### config.mk
export PLATFORM = sky130hd
export DESIGN_NAME = alarm_tone_square_wave_generator_flat
export DESIGN_NICKNAME = d
export VERILOG_FILES = /design/src/hw/rtl/atsw_pkg.sv /design/src/hw/rtl/atsw_req_if.sv /design/src/hw/rtl/atsw_res_if.sv /design/src/hw/rtl/alarm_tone_square_wave_generator.sv /design/src/hw/rtl/atsw_ctrl.sv /design/src/hw/rtl/atsw_dpath.sv /design/src/flat_wrapper.sv
export SDC_FILE = /design/constraint.sdc
export NUM_CORES = 1
export LEC_CHECK = 0
export BUFFER_PORTS_ARGS = -buffer_cell sky130_fd_sc_hd__buf_4
export CAP_MARGIN = 20
export CORE_AREA = 3 3 117 119
export DETAILED_ROUTE_END_ITERATION = 10
export DIE_AREA = 0 0 120 122
export GPL_ROUTABILITY_DRIVEN = 0
export PLACE_DENSITY = 0.8
export SYNTH_ARGS = -nofsm -noshare
export SYNTH_HDL_FRONTEND = slang
export SYNTH_SLANG_ARGS = --single-unit
### constraint.sdc
create_clock -name clk_i -period 9.3 [get_ports clk_i]
set_input_delay 0.465 -clock clk_i [delete_from_list [all_inputs] [get_ports clk_i]]
set_output_delay 0.465 -clock clk_i [all_outputs]
set_load 0.005 [all_outputs]
### src/hw/rtl/atsw_pkg.sv
`timescale 1ns / 1ps
`default_nettype none

package atsw_pkg;

  localparam int unsigned SAMPLE_RATE_DEF = 48000;

  localparam int unsigned T_W     = 32;
  localparam int unsigned AMP_W   = 15;
  localparam int unsigned SMP_W   = 16;
  localparam int unsigned PH_W    = 8;
  localparam int unsigned HZ_W    = 11;
  localparam int unsigned CFG_W   = AMP_W;
  localparam int unsigned CFG_I_W = 1;

  localparam int unsigned STEPS   = T_W / 2;
  localparam int unsigned CNT_W   = $clog2(STEPS);

  localparam logic [AMP_W-1:0] AMP_RST = AMP_W'(8000);

  typedef enum logic [1:0] {
    PRESET_BEEP  = 2'd0,
    PRESET_BEEP2 = 2'd1,
    PRESET_CHIRP = 2'd2,
    PRESET_SIREN = 2'd3
  } preset_e;

  localparam logic [CFG_I_W-1:0] CFG_TONE_PRESET = 1'b0;
  localparam logic [CFG_I_W-1:0] CFG_AMPLITUDE   = 1'b1;

  localparam logic [HZ_W-1:0] BEEP_HZ     = HZ_W'(880);
  localparam logic [HZ_W-1:0] BEEP2_HZ    = HZ_W'(1100);
  localparam logic [HZ_W-1:0] CHIRP_HZ    = HZ_W'(600);
  localparam logic [HZ_W-1:0] SIREN_LO_HZ = HZ_W'(700);
  localparam logic [HZ_W-1:0] SIREN_HI_HZ = HZ_W'(1000);

  localparam logic [HZ_W-1:0] BEEP_ON     = HZ_W'(250);
  localparam logic [HZ_W-1:0] BEEP_CYC    = HZ_W'(500);
  localparam logic [HZ_W-1:0] BEEP2_ON    = HZ_W'(90);
  localparam logic [HZ_W-1:0] BEEP2_CYC   = HZ_W'(180);
  localparam logic [HZ_W-1:0] CHIRP_ON    = HZ_W'(400);
  localparam logic [HZ_W-1:0] CHIRP_CYC   = HZ_W'(600);
  localparam logic [HZ_W-1:0] SIREN_STEP  = HZ_W'(300);
  localparam logic [HZ_W-1:0] SIREN_CYC   = HZ_W'(600);

  typedef enum logic [4:0] {
    ST_IDLE = 5'b00001,
    ST_MOD  = 5'b00010,
    ST_HZ   = 5'b00100,
    ST_DIV  = 5'b01000,
    ST_DONE = 5'b10000
  } state_e;

  typedef struct packed {
    logic load;
    logic step;
    logic load_div;
    logic finish;
  } cmd_t;

  typedef struct packed {
    logic ringing;
    logic out_free;
  } status_t;

endpackage

`default_nettype wire

### src/hw/rtl/atsw_req_if.sv
`timescale 1ns / 1ps
`default_nettype none

interface atsw_req_if;
  logic                      valid;
  logic                      ready;
  logic [atsw_pkg::T_W-1:0]  time_ms;
  logic                      ringing;

  modport source (output valid, output time_ms, output ringing, input ready);
  modport sink   (input valid, input time_ms, input ringing, output ready);
endinterface

`default_nettype wire

### src/hw/rtl/atsw_res_if.sv
`timescale 1ns / 1ps
`default_nettype none

interface atsw_res_if;
  logic                             valid;
  logic                             ready;
  logic signed [atsw_pkg::SMP_W-1:0] sample_value;
  logic                             tone_gate;

  modport source (output valid, output sample_value, output tone_gate, input ready);
  modport sink   (input valid, input sample_value, input tone_gate, output ready);
endinterface

`default_nettype wire

### src/hw/rtl/alarm_tone_square_wave_generator.sv
`timescale 1ns / 1ps
`default_nettype none

// Alarm tone square-wave generator: one result per sample request. A ringing
// request is handled in order: load, 16 radix-4 steps of the shared restoring
// divider for time_ms modulo the preset cycle, pick hz and the gate, 16 steps
// of the same divider for SAMPLE_RATE / hz, and write the output register. A
// request with ringing low skips the divider and the hz step. The divider sets
// the rate while the output is not stalled. A finished result waits in the
// output register while the next request is already taken in. Configuration
// (tone_preset at index 0, amplitude at index 1) is to be written by the user
// while the block is idle, which the block itself does not enforce; both apply from the next request.
module alarm_tone_square_wave_generator #(
  parameter int unsigned SAMPLE_RATE = atsw_pkg::SAMPLE_RATE_DEF
) (
  input  wire                              clk_i,
  input  wire                              rst_ni,
  input  wire                              cfg_we_i,
  input  wire [atsw_pkg::CFG_I_W-1:0]      cfg_idx_i,
  input  wire [atsw_pkg::CFG_W-1:0]        cfg_data_i,
  atsw_req_if.sink                         req,
  atsw_res_if.source                       res
);

  atsw_pkg::preset_e             preset_q, preset_d;
  logic [atsw_pkg::AMP_W-1:0]    amp_q, amp_d;
  atsw_pkg::cmd_t                cmd;
  atsw_pkg::status_t             st;

  always_comb begin
    preset_d = preset_q;
    amp_d    = amp_q;
    if (cfg_we_i) begin
      unique case (cfg_idx_i)
        atsw_pkg::CFG_TONE_PRESET: preset_d = atsw_pkg::preset_e'(cfg_data_i[1:0]);
        atsw_pkg::CFG_AMPLITUDE:   amp_d    = cfg_data_i[atsw_pkg::AMP_W-1:0];
        default:                   amp_d    = amp_q;
      endcase
    end
  end

  always_ff @(posedge clk_i or negedge rst_ni) begin
    if (!rst_ni) begin
      preset_q <= atsw_pkg::PRESET_BEEP;
      amp_q    <= atsw_pkg::AMP_RST;
    end else begin
      preset_q <= preset_d;
      amp_q    <= amp_d;
    end
  end

  atsw_ctrl u_ctrl (
    .clk_i      (clk_i),
    .rst_ni     (rst_ni),
    .in_valid_i (req.valid),
    .in_ready_o (req.ready),
    .st_i       (st),
    .cmd_o      (cmd)
  );

  atsw_dpath #(
    .SAMPLE_RATE (SAMPLE_RATE)
  ) u_dpath (
    .clk_i       (clk_i),
    .rst_ni      (rst_ni),
    .cmd_i       (cmd),
    .st_o        (st),
    .preset_i    (preset_q),
    .amp_i       (amp_q),
    .time_ms_i   (req.time_ms),
    .ringing_i   (req.ringing),
    .out_ready_i (res.ready),
    .out_valid_o (res.valid),
    .sample_o    (res.sample_value),
    .gate_o      (res.tone_gate)
  );

endmodule

`default_nettype wire

### src/hw/rtl/atsw_ctrl.sv
`timescale 1ns / 1ps
`default_nettype none

module atsw_ctrl (
  input  wire                 clk_i,
  input  wire                 rst_ni,
  input  wire                 in_valid_i,
  output logic                in_ready_o,
  input  atsw_pkg::status_t   st_i,
  output atsw_pkg::cmd_t      cmd_o
);

  atsw_pkg::state_e              state_q, state_d;
  logic [atsw_pkg::CNT_W-1:0]    cnt_q, cnt_d;
  logic                          cnt_last;

  assign cnt_last   = (cnt_q == atsw_pkg::CNT_W'(atsw_pkg::STEPS - 1));
  assign in_ready_o = (state_q == atsw_pkg::ST_IDLE);

  always_comb begin
    state_d = state_q;
    cnt_d   = cnt_q;
    cmd_o   = '0;
    unique case (state_q)
      atsw_pkg::ST_IDLE: begin
        cnt_d = '0;
        if (in_valid_i) begin
          cmd_o.load = 1'b1;
          state_d    = atsw_pkg::ST_MOD;
        end
      end
      atsw_pkg::ST_MOD: begin
        if (!st_i.ringing) begin
          state_d = atsw_pkg::ST_DONE;
        end else begin
          cmd_o.step = 1'b1;
          cnt_d      = cnt_q + 1'b1;
          if (cnt_last) begin
            state_d = atsw_pkg::ST_HZ;
          end
        end
      end
      atsw_pkg::ST_HZ: begin
        cmd_o.load_div = 1'b1;
        cnt_d          = '0;
        state_d        = atsw_pkg::ST_DIV;
      end
      atsw_pkg::ST_DIV: begin
        cmd_o.step = 1'b1;
        cnt_d      = cnt_q + 1'b1;
        if (cnt_last) begin
          state_d = atsw_pkg::ST_DONE;
        end
      end
      atsw_pkg::ST_DONE: begin
        if (st_i.out_free) begin
          cmd_o.finish = 1'b1;
          state_d      = atsw_pkg::ST_IDLE;
        end
      end
      default: begin
        state_d = atsw_pkg::ST_IDLE;
      end
    endcase
  end

  always_ff @(posedge clk_i or negedge rst_ni) begin
    if (!rst_ni) begin
      state_q <= atsw_pkg::ST_IDLE;
      cnt_q   <= '0;
    end else begin
      state_q <= state_d;
      cnt_q   <= cnt_d;
    end
  end

endmodule

`default_nettype wire

### src/hw/rtl/atsw_dpath.sv
`timescale 1ns / 1ps
`default_nettype none

module atsw_dpath #(
  parameter int unsigned SAMPLE_RATE = atsw_pkg::SAMPLE_RATE_DEF
) (
  input  wire                                clk_i,
  input  wire                                rst_ni,
  input  atsw_pkg::cmd_t                     cmd_i,
  output atsw_pkg::status_t                  st_o,
  input  atsw_pkg::preset_e                  preset_i,
  input  wire [atsw_pkg::AMP_W-1:0]          amp_i,
  input  wire [atsw_pkg::T_W-1:0]            time_ms_i,
  input  wire                                ringing_i,
  input  wire                                out_ready_i,
  output logic                               out_valid_o,
  output logic signed [atsw_pkg::SMP_W-1:0]  sample_o,
  output logic                               gate_o
);

  localparam int unsigned HZ_W  = atsw_pkg::HZ_W;
  localparam int unsigned T_W   = atsw_pkg::T_W;
  localparam int unsigned PH_W  = atsw_pkg::PH_W;
  localparam int unsigned SMP_W = atsw_pkg::SMP_W;

  logic [T_W-1:0]          dvd_q, dvd_d;
  logic [HZ_W-1:0]         rem_q, rem_d;
  logic [HZ_W-1:0]         dsr_q, dsr_d;
  logic                    gate_q, gate_d;
  logic                    ring_q, ring_d;
  logic                    active_q, active_d;
  logic [PH_W-1:0]         phase_q, phase_d;
  logic signed [SMP_W-1:0] sample_q, sample_d;
  logic                    tgate_q, tgate_d;
  logic                    ovalid_q, ovalid_d;

  logic [HZ_W:0]           r1, r2;
  logic                    q1, q2;
  logic [HZ_W-1:0]         cyc;
  logic [HZ_W-1:0]         hz;
  logic                    gate_c;
  logic [HZ_W:0]           ph3;
  logic [PH_W-1:0]         period;
  logic [PH_W-1:0]         ph_used;
  logic [PH_W:0]           ph_inc;
  logic                    sound;
  logic [SMP_W-1:0]        amp_ext;

  always_comb begin
    unique case (preset_i)
      atsw_pkg::PRESET_BEEP:  cyc = atsw_pkg::BEEP_CYC;
      atsw_pkg::PRESET_BEEP2: cyc = atsw_pkg::BEEP2_CYC;
      atsw_pkg::PRESET_CHIRP: cyc = atsw_pkg::CHIRP_CYC;
      atsw_pkg::PRESET_SIREN: cyc = atsw_pkg::SIREN_CYC;
      default:                cyc = atsw_pkg::BEEP_CYC;
    endcase
  end

  assign ph3 = {rem_q, 1'b0} + {1'b0, rem_q};

  always_comb begin
    unique case (preset_i)
      atsw_pkg::PRESET_BEEP: begin
        gate_c = (rem_q < atsw_pkg::BEEP_ON);
        hz     = atsw_pkg::BEEP_HZ;
      end
      atsw_pkg::PRESET_BEEP2: begin
        gate_c = (rem_q < atsw_pkg::BEEP2_ON);
        hz     = atsw_pkg::BEEP2_HZ;
      end
      atsw_pkg::PRESET_CHIRP: begin
        gate_c = (rem_q < atsw_pkg::CHIRP_ON);
        hz     = gate_c ? atsw_pkg::CHIRP_HZ + ph3[HZ_W:1] : atsw_pkg::CHIRP_HZ;
      end
      atsw_pkg::PRESET_SIREN: begin
        gate_c = 1'b1;
        hz     = (rem_q >= atsw_pkg::SIREN_STEP) ? atsw_pkg::SIREN_HI_HZ
                                                 : atsw_pkg::SIREN_LO_HZ;
      end
      default: begin
        gate_c = 1'b0;
        hz     = atsw_pkg::BEEP_HZ;
      end
    endcase
  end

  always_comb begin
    r1 = {rem_q, dvd_q[T_W-1]};
    q1 = (r1 >= {1'b0, dsr_q});
    if (q1) begin
      r1 = r1 - {1'b0, dsr_q};
    end
    r2 = {r1[HZ_W-1:0], dvd_q[T_W-2]};
    q2 = (r2 >= {1'b0, dsr_q});
    if (q2) begin
      r2 = r2 - {1'b0, dsr_q};
    end
  end

  assign period  = dvd_q[PH_W-1:0];
  assign ph_used = active_q ? phase_q : '0;
  assign ph_inc  = {1'b0, ph_used} + 1'b1;
  assign sound   = gate_q && (amp_i != '0) && (period != '0);
  assign amp_ext = {1'b0, amp_i};

  always_comb begin
    dvd_d    = dvd_q;
    rem_d    = rem_q;
    dsr_d    = dsr_q;
    gate_d   = gate_q;
    ring_d   = ring_q;
    active_d = active_q;
    phase_d  = phase_q;
    sample_d = sample_q;
    tgate_d  = tgate_q;
    ovalid_d = ovalid_q && !out_ready_i;
    priority if (cmd_i.load) begin
      dvd_d  = time_ms_i;
      rem_d  = '0;
      dsr_d  = cyc;
      ring_d = ringing_i;
    end else if (cmd_i.step) begin
      dvd_d = {dvd_q[T_W-3:0], q1, q2};
      rem_d = r2[HZ_W-1:0];
    end else if (cmd_i.load_div) begin
      dvd_d  = T_W'(SAMPLE_RATE);
      rem_d  = '0;
      dsr_d  = hz;
      gate_d = gate_c;
    end else if (cmd_i.finish) begin
      ovalid_d = 1'b1;
      if (!ring_q) begin
        active_d = 1'b0;
        sample_d = '0;
        tgate_d  = 1'b0;
      end else begin
        active_d = 1'b1;
        tgate_d  = gate_q;
        phase_d  = ph_used;
        sample_d = '0;
        if (sound) begin
          sample_d = (ph_used < (period >> 1)) ? $signed(amp_ext) : -$signed(amp_ext);
          phase_d  = (ph_inc >= {1'b0, period}) ? '0 : ph_inc[PH_W-1:0];
        end
      end
    end else begin
      dvd_d = dvd_q;
    end
  end

  always_ff @(posedge clk_i or negedge rst_ni) begin
    if (!rst_ni) begin
      active_q <= 1'b0;
      phase_q  <= '0;
      ovalid_q <= 1'b0;
    end else begin
      active_q <= active_d;
      phase_q  <= phase_d;
      ovalid_q <= ovalid_d;
    end
  end

  always_ff @(posedge clk_i) begin
    dvd_q    <= dvd_d;
    rem_q    <= rem_d;
    dsr_q    <= dsr_d;
    gate_q   <= gate_d;
    ring_q   <= ring_d;
    sample_q <= sample_d;
    tgate_q  <= tgate_d;
  end

  assign st_o.ringing  = ring_q;
  assign st_o.out_free = !ovalid_q || out_ready_i;
  assign out_valid_o   = ovalid_q;
  assign sample_o      = sample_q;
  assign gate_o        = tgate_q;

endmodule

`default_nettype wire

### src/flat_wrapper.sv
// flat-port wrapper written by rule: the top's interface ports become plain ports
module alarm_tone_square_wave_generator_flat 
#(
  parameter int unsigned SAMPLE_RATE = atsw_pkg::SAMPLE_RATE_DEF
)
  (clk_i, rst_ni, cfg_we_i, cfg_idx_i, cfg_data_i, req_valid, req_time_ms, req_ringing, req_ready, res_valid, res_sample_value, res_tone_gate, res_ready);
  atsw_req_if req_i ();
  atsw_res_if res_i ();
  input  wire clk_i;
  input  wire rst_ni;
  input  wire cfg_we_i;
  input  wire [atsw_pkg::CFG_I_W-1:0] cfg_idx_i;
  input  wire [atsw_pkg::CFG_W-1:0] cfg_data_i;
  input wire logic [$bits(req_i.valid)-1:0] req_valid;
  input wire logic [$bits(req_i.time_ms)-1:0] req_time_ms;
  input wire logic [$bits(req_i.ringing)-1:0] req_ringing;
  output wire logic [$bits(req_i.ready)-1:0] req_ready;
  output wire logic [$bits(res_i.valid)-1:0] res_valid;
  output wire logic [$bits(res_i.sample_value)-1:0] res_sample_value;
  output wire logic [$bits(res_i.tone_gate)-1:0] res_tone_gate;
  input wire logic [$bits(res_i.ready)-1:0] res_ready;
  assign req_i.valid = req_valid;
  assign req_i.time_ms = req_time_ms;
  assign req_i.ringing = req_ringing;
  assign req_ready = req_i.ready;
  assign res_valid = res_i.valid;
  assign res_sample_value = res_i.sample_value;
  assign res_tone_gate = res_i.tone_gate;
  assign res_i.ready = res_ready;
  alarm_tone_square_wave_generator #(.SAMPLE_RATE(SAMPLE_RATE)) u_core (.clk_i(clk_i), .rst_ni(rst_ni), .cfg_we_i(cfg_we_i), .cfg_idx_i(cfg_idx_i), .cfg_data_i(cfg_data_i), .req(req_i), .res(res_i));
endmodule
==> results of run 1 <==
power by group:
| group | switching [mW] | leakage, nW | internal (mW) | total [mW] |
|---|---|---|---|---|
| combinational | 1.09 | 2.39 | 0.697 | 1.79 |
| clock | 0.184 | 0.150 | 0.214 | 0.397 |
| sequential | 0.126 | 1.09 | 0.707 | 0.833 |
| total | 1.40 | 3.63 | 1.62 | 3.01 |
worst reg2reg max path: stages, from the launching register on:
cell,delay [ns]
edfxtp_1,0.42
ha_1,0.24
fa_1,0.39
nand2b_1,0.19
a21oi_1,0.18
o21bai_1,0.11
a22oi_1,0.94
mux2i_1,0.36
ha_1,0.33
a21o_1,0.17
a21o_1,0.23
a211oi_1,0.25
o21bai_1,0.13
a21oi_1,0.64
a21oi_1,0.19
o32ai_1,0.32
synth_stat cells (8+ instances only):
master    count
and2_1       10
nor2b_1       8
nand3_1      14
a21o_1       10
clkbuf_1     21
mux2i_1      12
inv_1        66
o21ai_0      57
nor2_1       50
o211ai_1     12
nand4_1      21
a21oi_1      42
nor3_1       19
a31oi_1       9
nand2_1      63
nand2b_1     10
nand3b_1      8
dfrtp_1      29
edfxtp_1     62
or3_1        20
ha_1         63
xnor2_1      17
dfxtp_1      11
mux2_2       18
a22o_1       25
xor2_1        9
sequential cells by signal, indices dropped and copies added (netlist names), 2 cells and up:
name / count
u_core.u_dpath.dvd_q: 32
u_core.u_ctrl.cnt_q: 4
u_core.u_dpath.dsr_q: 11
u_core.u_ctrl.state_q: 5
u_core.amp_q: 15
u_core.u_dpath.rem_q: 11
u_core.u_dpath.phase_q: 8
u_core.preset_q: 2
u_core.u_dpath.sample_o: 16
logic make-up after synthesis:
logic type | synth area share [%]
and+or+nand+nor | 17.51
AOI/OAI and AO/OA | 20.22
DFF | 39.09
buffers and inverters | 4.904
adders and majority gates | 11.08
muxes | 4.218
xor gates and xnor gates | 2.975
cell type report:
cell class / instances / area share, %
multi-input combinational: 606 / 49.72
sequential: 109 / 34.70
timing repair buffer: 76 / 6.618
inverter: 67 / 2.917
clock buffer: 9 / 2.612
tap: 172 / 2.496
clock inverter: 7 / 0.9289
path summary, 6_finish.rpt:
check / end / slack (ns)
min: u_core.amp_q[7] / 0.06
max reg2reg: u_core.u_dpath.rem_q[1] / 4.09
min reg2reg: u_core.u_ctrl.cnt_q[3] / 0.54
max in group asynchronous: u_core.u_ctrl.state_q[0] / 8.88
max: u_core.u_dpath.rem_q[1] / 4.09
min in group clk_i: u_core.u_dpath.ring_q / 0.30
routing by layer:
| metal | up-vias | track usage, % | wire length [um] |
|---|---|---|---|
| met2 | 278 | 45.98 | 9660 |
| met3 | 52 | 3.621 | 1063 |
| met5 | - | 0 | 0 |
| met4 | 0 | 11.02 | 583 |
| met1 | 3165 | 32.92 | 8116 |
| li1 | 3139 | - | - |
through the flow:
stage	area, um2	total power [mW]
2_1_floorplan	7654	2.128
6_report	8621	3.015
4_1_cts	8621	2.973
3_5_place_dp	8315	2.562
3_3_place_gp	8315	2.484
5_1_grt	8621	3.240
==> impl_metrics.toml, run 1 <==
[clock_tree]
cts_root_buf = "clkbuf_16"
clkTransAtPathRegs_ns = 0.07
ctsResizeCount = 0
postCtsSetupRepairBufs = 0
cts_tree = "built"
cts_buffers = 9
clock_latency_ns = 0.35
htreeDepth = 3
cts.sinks = 109
ctsHoldBuffers = 0
cts.path.max_buffers = 2

[power_and_ir_drop]
ir_drop_uv = 179.7
power.leakage_nw = 3.629
power_density_nw_per_um2 = 349.7

[worst_setup_path]
crit_arrival_ns = 5.46
cp-startpoint = "u_core.u_dpath.dsr_q[0]"
critPathSlowestCell = "a22oi_1"
crit_buf_inv = 0
crit_cells = 15
cpPeakStageDelay_ns = 0.94
critPathRequiredTime_ns = 9.55
reg2reg_from = "u_core.u_dpath.dsr_q[0]"
crit_chain = "ha_1 > fa_1 > nand2b_1 > a21oi_1 > o21bai_1 > a22oi_1 > mux2i_1 > ha_1 > a21o_1 > a21o_1 > a211oi_1 > o21bai_1 > a21oi_1 > a21oi_1 > o32ai_1"
path_class = "register to register"
ff2ff_path_depth = 15
path_max_fanout = 11
cp-start-kind = "register"
crit_top_cell = "a21oi_1"
cp_top_family = "compound AO/OA/AOI/OAI gates"
end_kind = "register"

[timing]
worst_hold_slack_ns = 0.06077
hold_violations = 0
skew_ns = 0.006900
period_needed_ns = 5.212
fin_tns_setup_ns = 0
max_freq_mhz = 191.9
rsz0062_at_grt = "no"
setup-violations-final = 0
tightest_slew_ns = 1.185
slew_headroom_pct = 21.02
fin_ws_ns = 4.088
finalMaxSlewViolations = 0
finalCritPeriodShare_pct = 56.04

[floorplanning]
fp.coreArea_um2 = 12670
die_w_um = 120
rows = 41
initial_core_util_pct = 60.40
die_area_um2 = 14640
chipHeight_um = 122
pin_count = 73

[layout]
layoutNonFillerInstCount = 1046
layout-drive-gt1-share_pct = 14.76
post-route-util_pct = 68.04
ff_latch_area_um2 = 2992
syn_to_final_growth_pct = 12.64
nNetsFinal = 989
diodes = 0
most-common-layout-cells = "buf_4, inv_1, nand2_1, ha_1, edfxtp_1"
multi_input_area_um2 = 4287
fillCellCount = 949
layout_commonest_cell = "buf_4"

[synthesis]
synthFlopType = "edfxtp_1"
netlist_area_um2 = 7654
synth.avg_cell_area_um2 = 9.437
syn_inst = 811
yosysTopAreaCell = "edfxtp_1"
synthArstFlopShare_pct = 33.03
ys_seq_area_share_pct = 39.09
syn_nets = 931
synth_top_area_share_pct = 24.33
synth-edff-count = 62
yosys_register_bits = 109
yosysWarnings = 0
synth_cell_types = 74
yosys-top-cells-area = "edfxtp_1, ha_1, dfrtp_1"

[route]
avgViaCountPerCell = 6.342
dr.pass1.iters = 6
wl_mm = 19.42
vias = 6634
drc_errors = 0
postRouteAntennaNets = 0
wire_per_inst_um = 18.57
drt-initial-drc-count = 435

[placed_design]
dp_cells = 1030
place_ws_ns = 4.177
portBuffers = 72
place_hpwl_mm = 14.55

[global_routing]
antenna_found_initial = 0
grt_max_degree = 41
grt_util_all_layers_pct = 26.33
grt_pass1_vias = 6496
grt_first_pass_wirelength_mm = 31.07
grt_overflow_total = 0

[run_status]
status = "finished, final reports clean"

[min_path]
hp-class = "input port to asynchronous set/reset pin"

[flow_run]
drv_cap = 0
(Power assumes the default switching activity.)
==> run 2, diff against run 1 <==
- ABC_AREA: not set -> 1
- CORE_AREA: 3 3 117 119 -> 3 3 118 120
- DIE_AREA: 0 0 120 122 -> 0 0 121 123
- clock period: 9.3 -> 4.93 ns (I/O delays scaled with it)
==> impl_metrics.toml, run 2 <==
[worst_setup_path]
end_kind = "register"
critPathRequiredTime_ns = 5.17
path_max_fanout = 17
path_class = "register to register"
crit_arrival_ns = 3.95
cp-start-kind = "register"

[synthesis]
yosys-top-cells-area = "edfxtp_1, ha_1, dfrtp_1"
ys_seq_area_share_pct = 38.56
yosys_register_bits = 109
synth-edff-count = 62
syn_inst = 957
synthTopCellsByCount = "nand2_1, inv_1, nor2_1"
synth_top_area_share_pct = 24.00
synthArstFlopShare_pct = 33.03
yosysTopAreaCell = "edfxtp_1"
syn_nets = 1077
yosysMostFrequentCell = "nand2_1"
netlist_area_um2 = 7759
yosysWarnings = 0
synth.avg_cell_area_um2 = 8.107
synthFlopType = "edfxtp_1"
synth_cell_types = 57

[timing]
period_needed_ns = 3.704
finalMaxSlewViolations = 0
max_freq_mhz = 270.0
slew_headroom_pct = 46.05
finalCritPeriodShare_pct = 75.14
setup-violations-final = 0
tightest_slew_ns = 0.8064
worst_hold_slack_ns = 0.08114
skew_ns = 0.007923
hold_violations = 0
fin_tns_setup_ns = 0
rsz0062_at_grt = "no"

[placed_design]
place_hpwl_mm = 13.94
portBuffers = 72

[route]
wl_met2_mm = 8.473
wl_mm = 18.03
wire_per_inst_um = 14.93
wl_met3_mm = 1.333
drc_errors = 0
postRouteAntennaNets = 0
drt-initial-drc-count = 543
dr.pass1.iters = 6
topRoutingLayerUsed = "met4"
wl_met1_mm = 7.798
vias = 6803
avgViaCountPerCell = 5.636

[floorplanning]
pin_count = 73
rows = 42
initial_core_util_pct = 59.29
chipHeight_um = 123
die_area_um2 = 14880
fp.coreArea_um2 = 13090
die_w_um = 121

[clock_tree]
postCtsSetupRepairBufs = 0
cts_tree = "built"
cts.sinks = 109
cts_root_buf = "clkbuf_16"
clkTransAtPathRegs_ns = 0.07
htreeDepth = 3
clock_latency_ns = 0.35
cts.path.max_buffers = 2
cts_buffers = 9

[power_and_ir_drop]
power_density_nw_per_um2 = 558.2
power.leakage_nw = 4.249
ir_drop_uv = 426.4

[global_routing]
grt_util_all_layers_pct = 24.48
grt_max_degree = 37
grt_overflow_total = 0
antenna_found_initial = 0
grt_pass1_vias = 6211
grt_first_pass_wirelength_mm = 29.28

[min_path]
hp-class = "input port to register"

[layout]
syn_to_final_growth_pct = 12.71
largest_register_ffs = 32
most-common-layout-cells = "nand2_1, inv_1, nor2_1, buf_4"
nNetsFinal = 1146
top_register = "u_core.u_dpath.dvd_q"
diodes = 0
layout-drive-gt1-share_pct = 15.91
layout_commonest_cell = "nand2_1"

[flow_run]
drv_cap = 0

[run_status]
status = "finished, final reports clean"
## run 2: changes by cell type in the layout (fill, tap and decap cells not counted), sizes merged, moves of 11 or more
| cell | change |
|---|---|
| nor2 | +30 |
| mux2i | -12 |
| nor3 | +11 |
| nand2 | +125 |
| a21oi | +25 |
| o211ai | -11 |
| nand3 | +72 |
| inv | +92 |
| mux2 | -11 |
| or3 | -23 |
| xnor2 | -12 |
## run 2: timing repair
action                                 4_1_cts  5_1_grt
hold buffers                                 1        0
endpoints found under the hold margin       29        0
resized for setup                            0        0
## run 2: where the power goes
part / total, mW / leakage (nW) / switching (mW) / internal, mW
Combinational: 2.64 / 3.01 / 1.71 / 0.926
Clock: 0.711 / 0.138 / 0.346 / 0.365
Sequential: 1.53 / 1.11 / 0.211 / 1.32
## run 2: final timing paths
check                                        startpoint                       to  slack (ns)  cells past startpoint
worst max-delay path            u_core.u_dpath.rem_q[2]  u_core.u_dpath.rem_q[1]        1.23                     19
worst min-delay path                        req_ringing    u_core.u_dpath.ring_q        0.08                      1
worst max register to register  u_core.u_dpath.rem_q[2]  u_core.u_dpath.rem_q[1]        1.23                     19
worst min register to register          u_core.amp_q[1]          u_core.amp_q[1]        0.52                      2
max in group asynchronous                        rst_ni          u_core.amp_q[8]        4.16                      2
min in group asynchronous                        rst_ni          u_core.amp_q[5]        0.41                      2
## run 2: area by class of cell
type	instances	area, um2
clock inverters	6	52.55
clock buffers	10	239.0
flip-flops and latches	109	2992
repair buffers	76	573.1
inverters	159	596.8
multi-input cells	671	4071
well taps	176	220.2
fillers	1017	4340
## run 2: routing by layer
| metal | GRT usage [%] | up-vias |
|---|---|---|
| met5 | 0 | - |
| met4 | 8.782 | 0 |
| met3 | 4.346 | 43 |
| met2 | 40.43 | 261 |
| met1 | 32.58 | 3146 |
| li1 | - | 3353 |
## run 2: cells by family after synthesis
group | synth area share, %
simple gates | 25.32
flops | 38.56
fa+ha+maj | 10.93
buf+inv | 8.999
xor+xnor | 2.371
mux | 1.016
compound gates | 12.80
## run 2: metrics by stage
step / worst slack [ns] / power, mW / utilization (%) / std cells / instance area [um2]
2_1_floorplan: 1.665 / 3.569 / - / 957 / 7759
3_3_place_gp: 1.405 / 4.084 / 64.52 / 1190 / 8443
3_5_place_dp: 1.266 / 4.140 / 64.52 / 1190 / 8443
4_1_cts: 1.270 / 4.866 / 66.83 / 1207 / 8745
5_1_grt: 0.9726 / 5.295 / 66.83 / 1207 / 8745
6_report: 1.226 / 4.881 / 66.83 / 1207 / 8745
## run 2: critical path: stages, from the launching register on
cell	delay (ns)
dfxtp_1	0.52
ha_1	0.34
a21oi_2	0.19
o21ai_2	0.11
o21ai_2	0.18
nand3_4	0.24
inv_1	0.22
nand2_1	0.08
o21ai_1	0.13
ha_1	0.34
inv_2	0.08
o21ai_1	0.08
a21oi_1	0.19
nand4_1	0.12
nand2_1	0.11
nand3_2	0.12
nor2_8	0.28
nor2_4	0.11
nand2_1	0.09
nand3_2	0.06
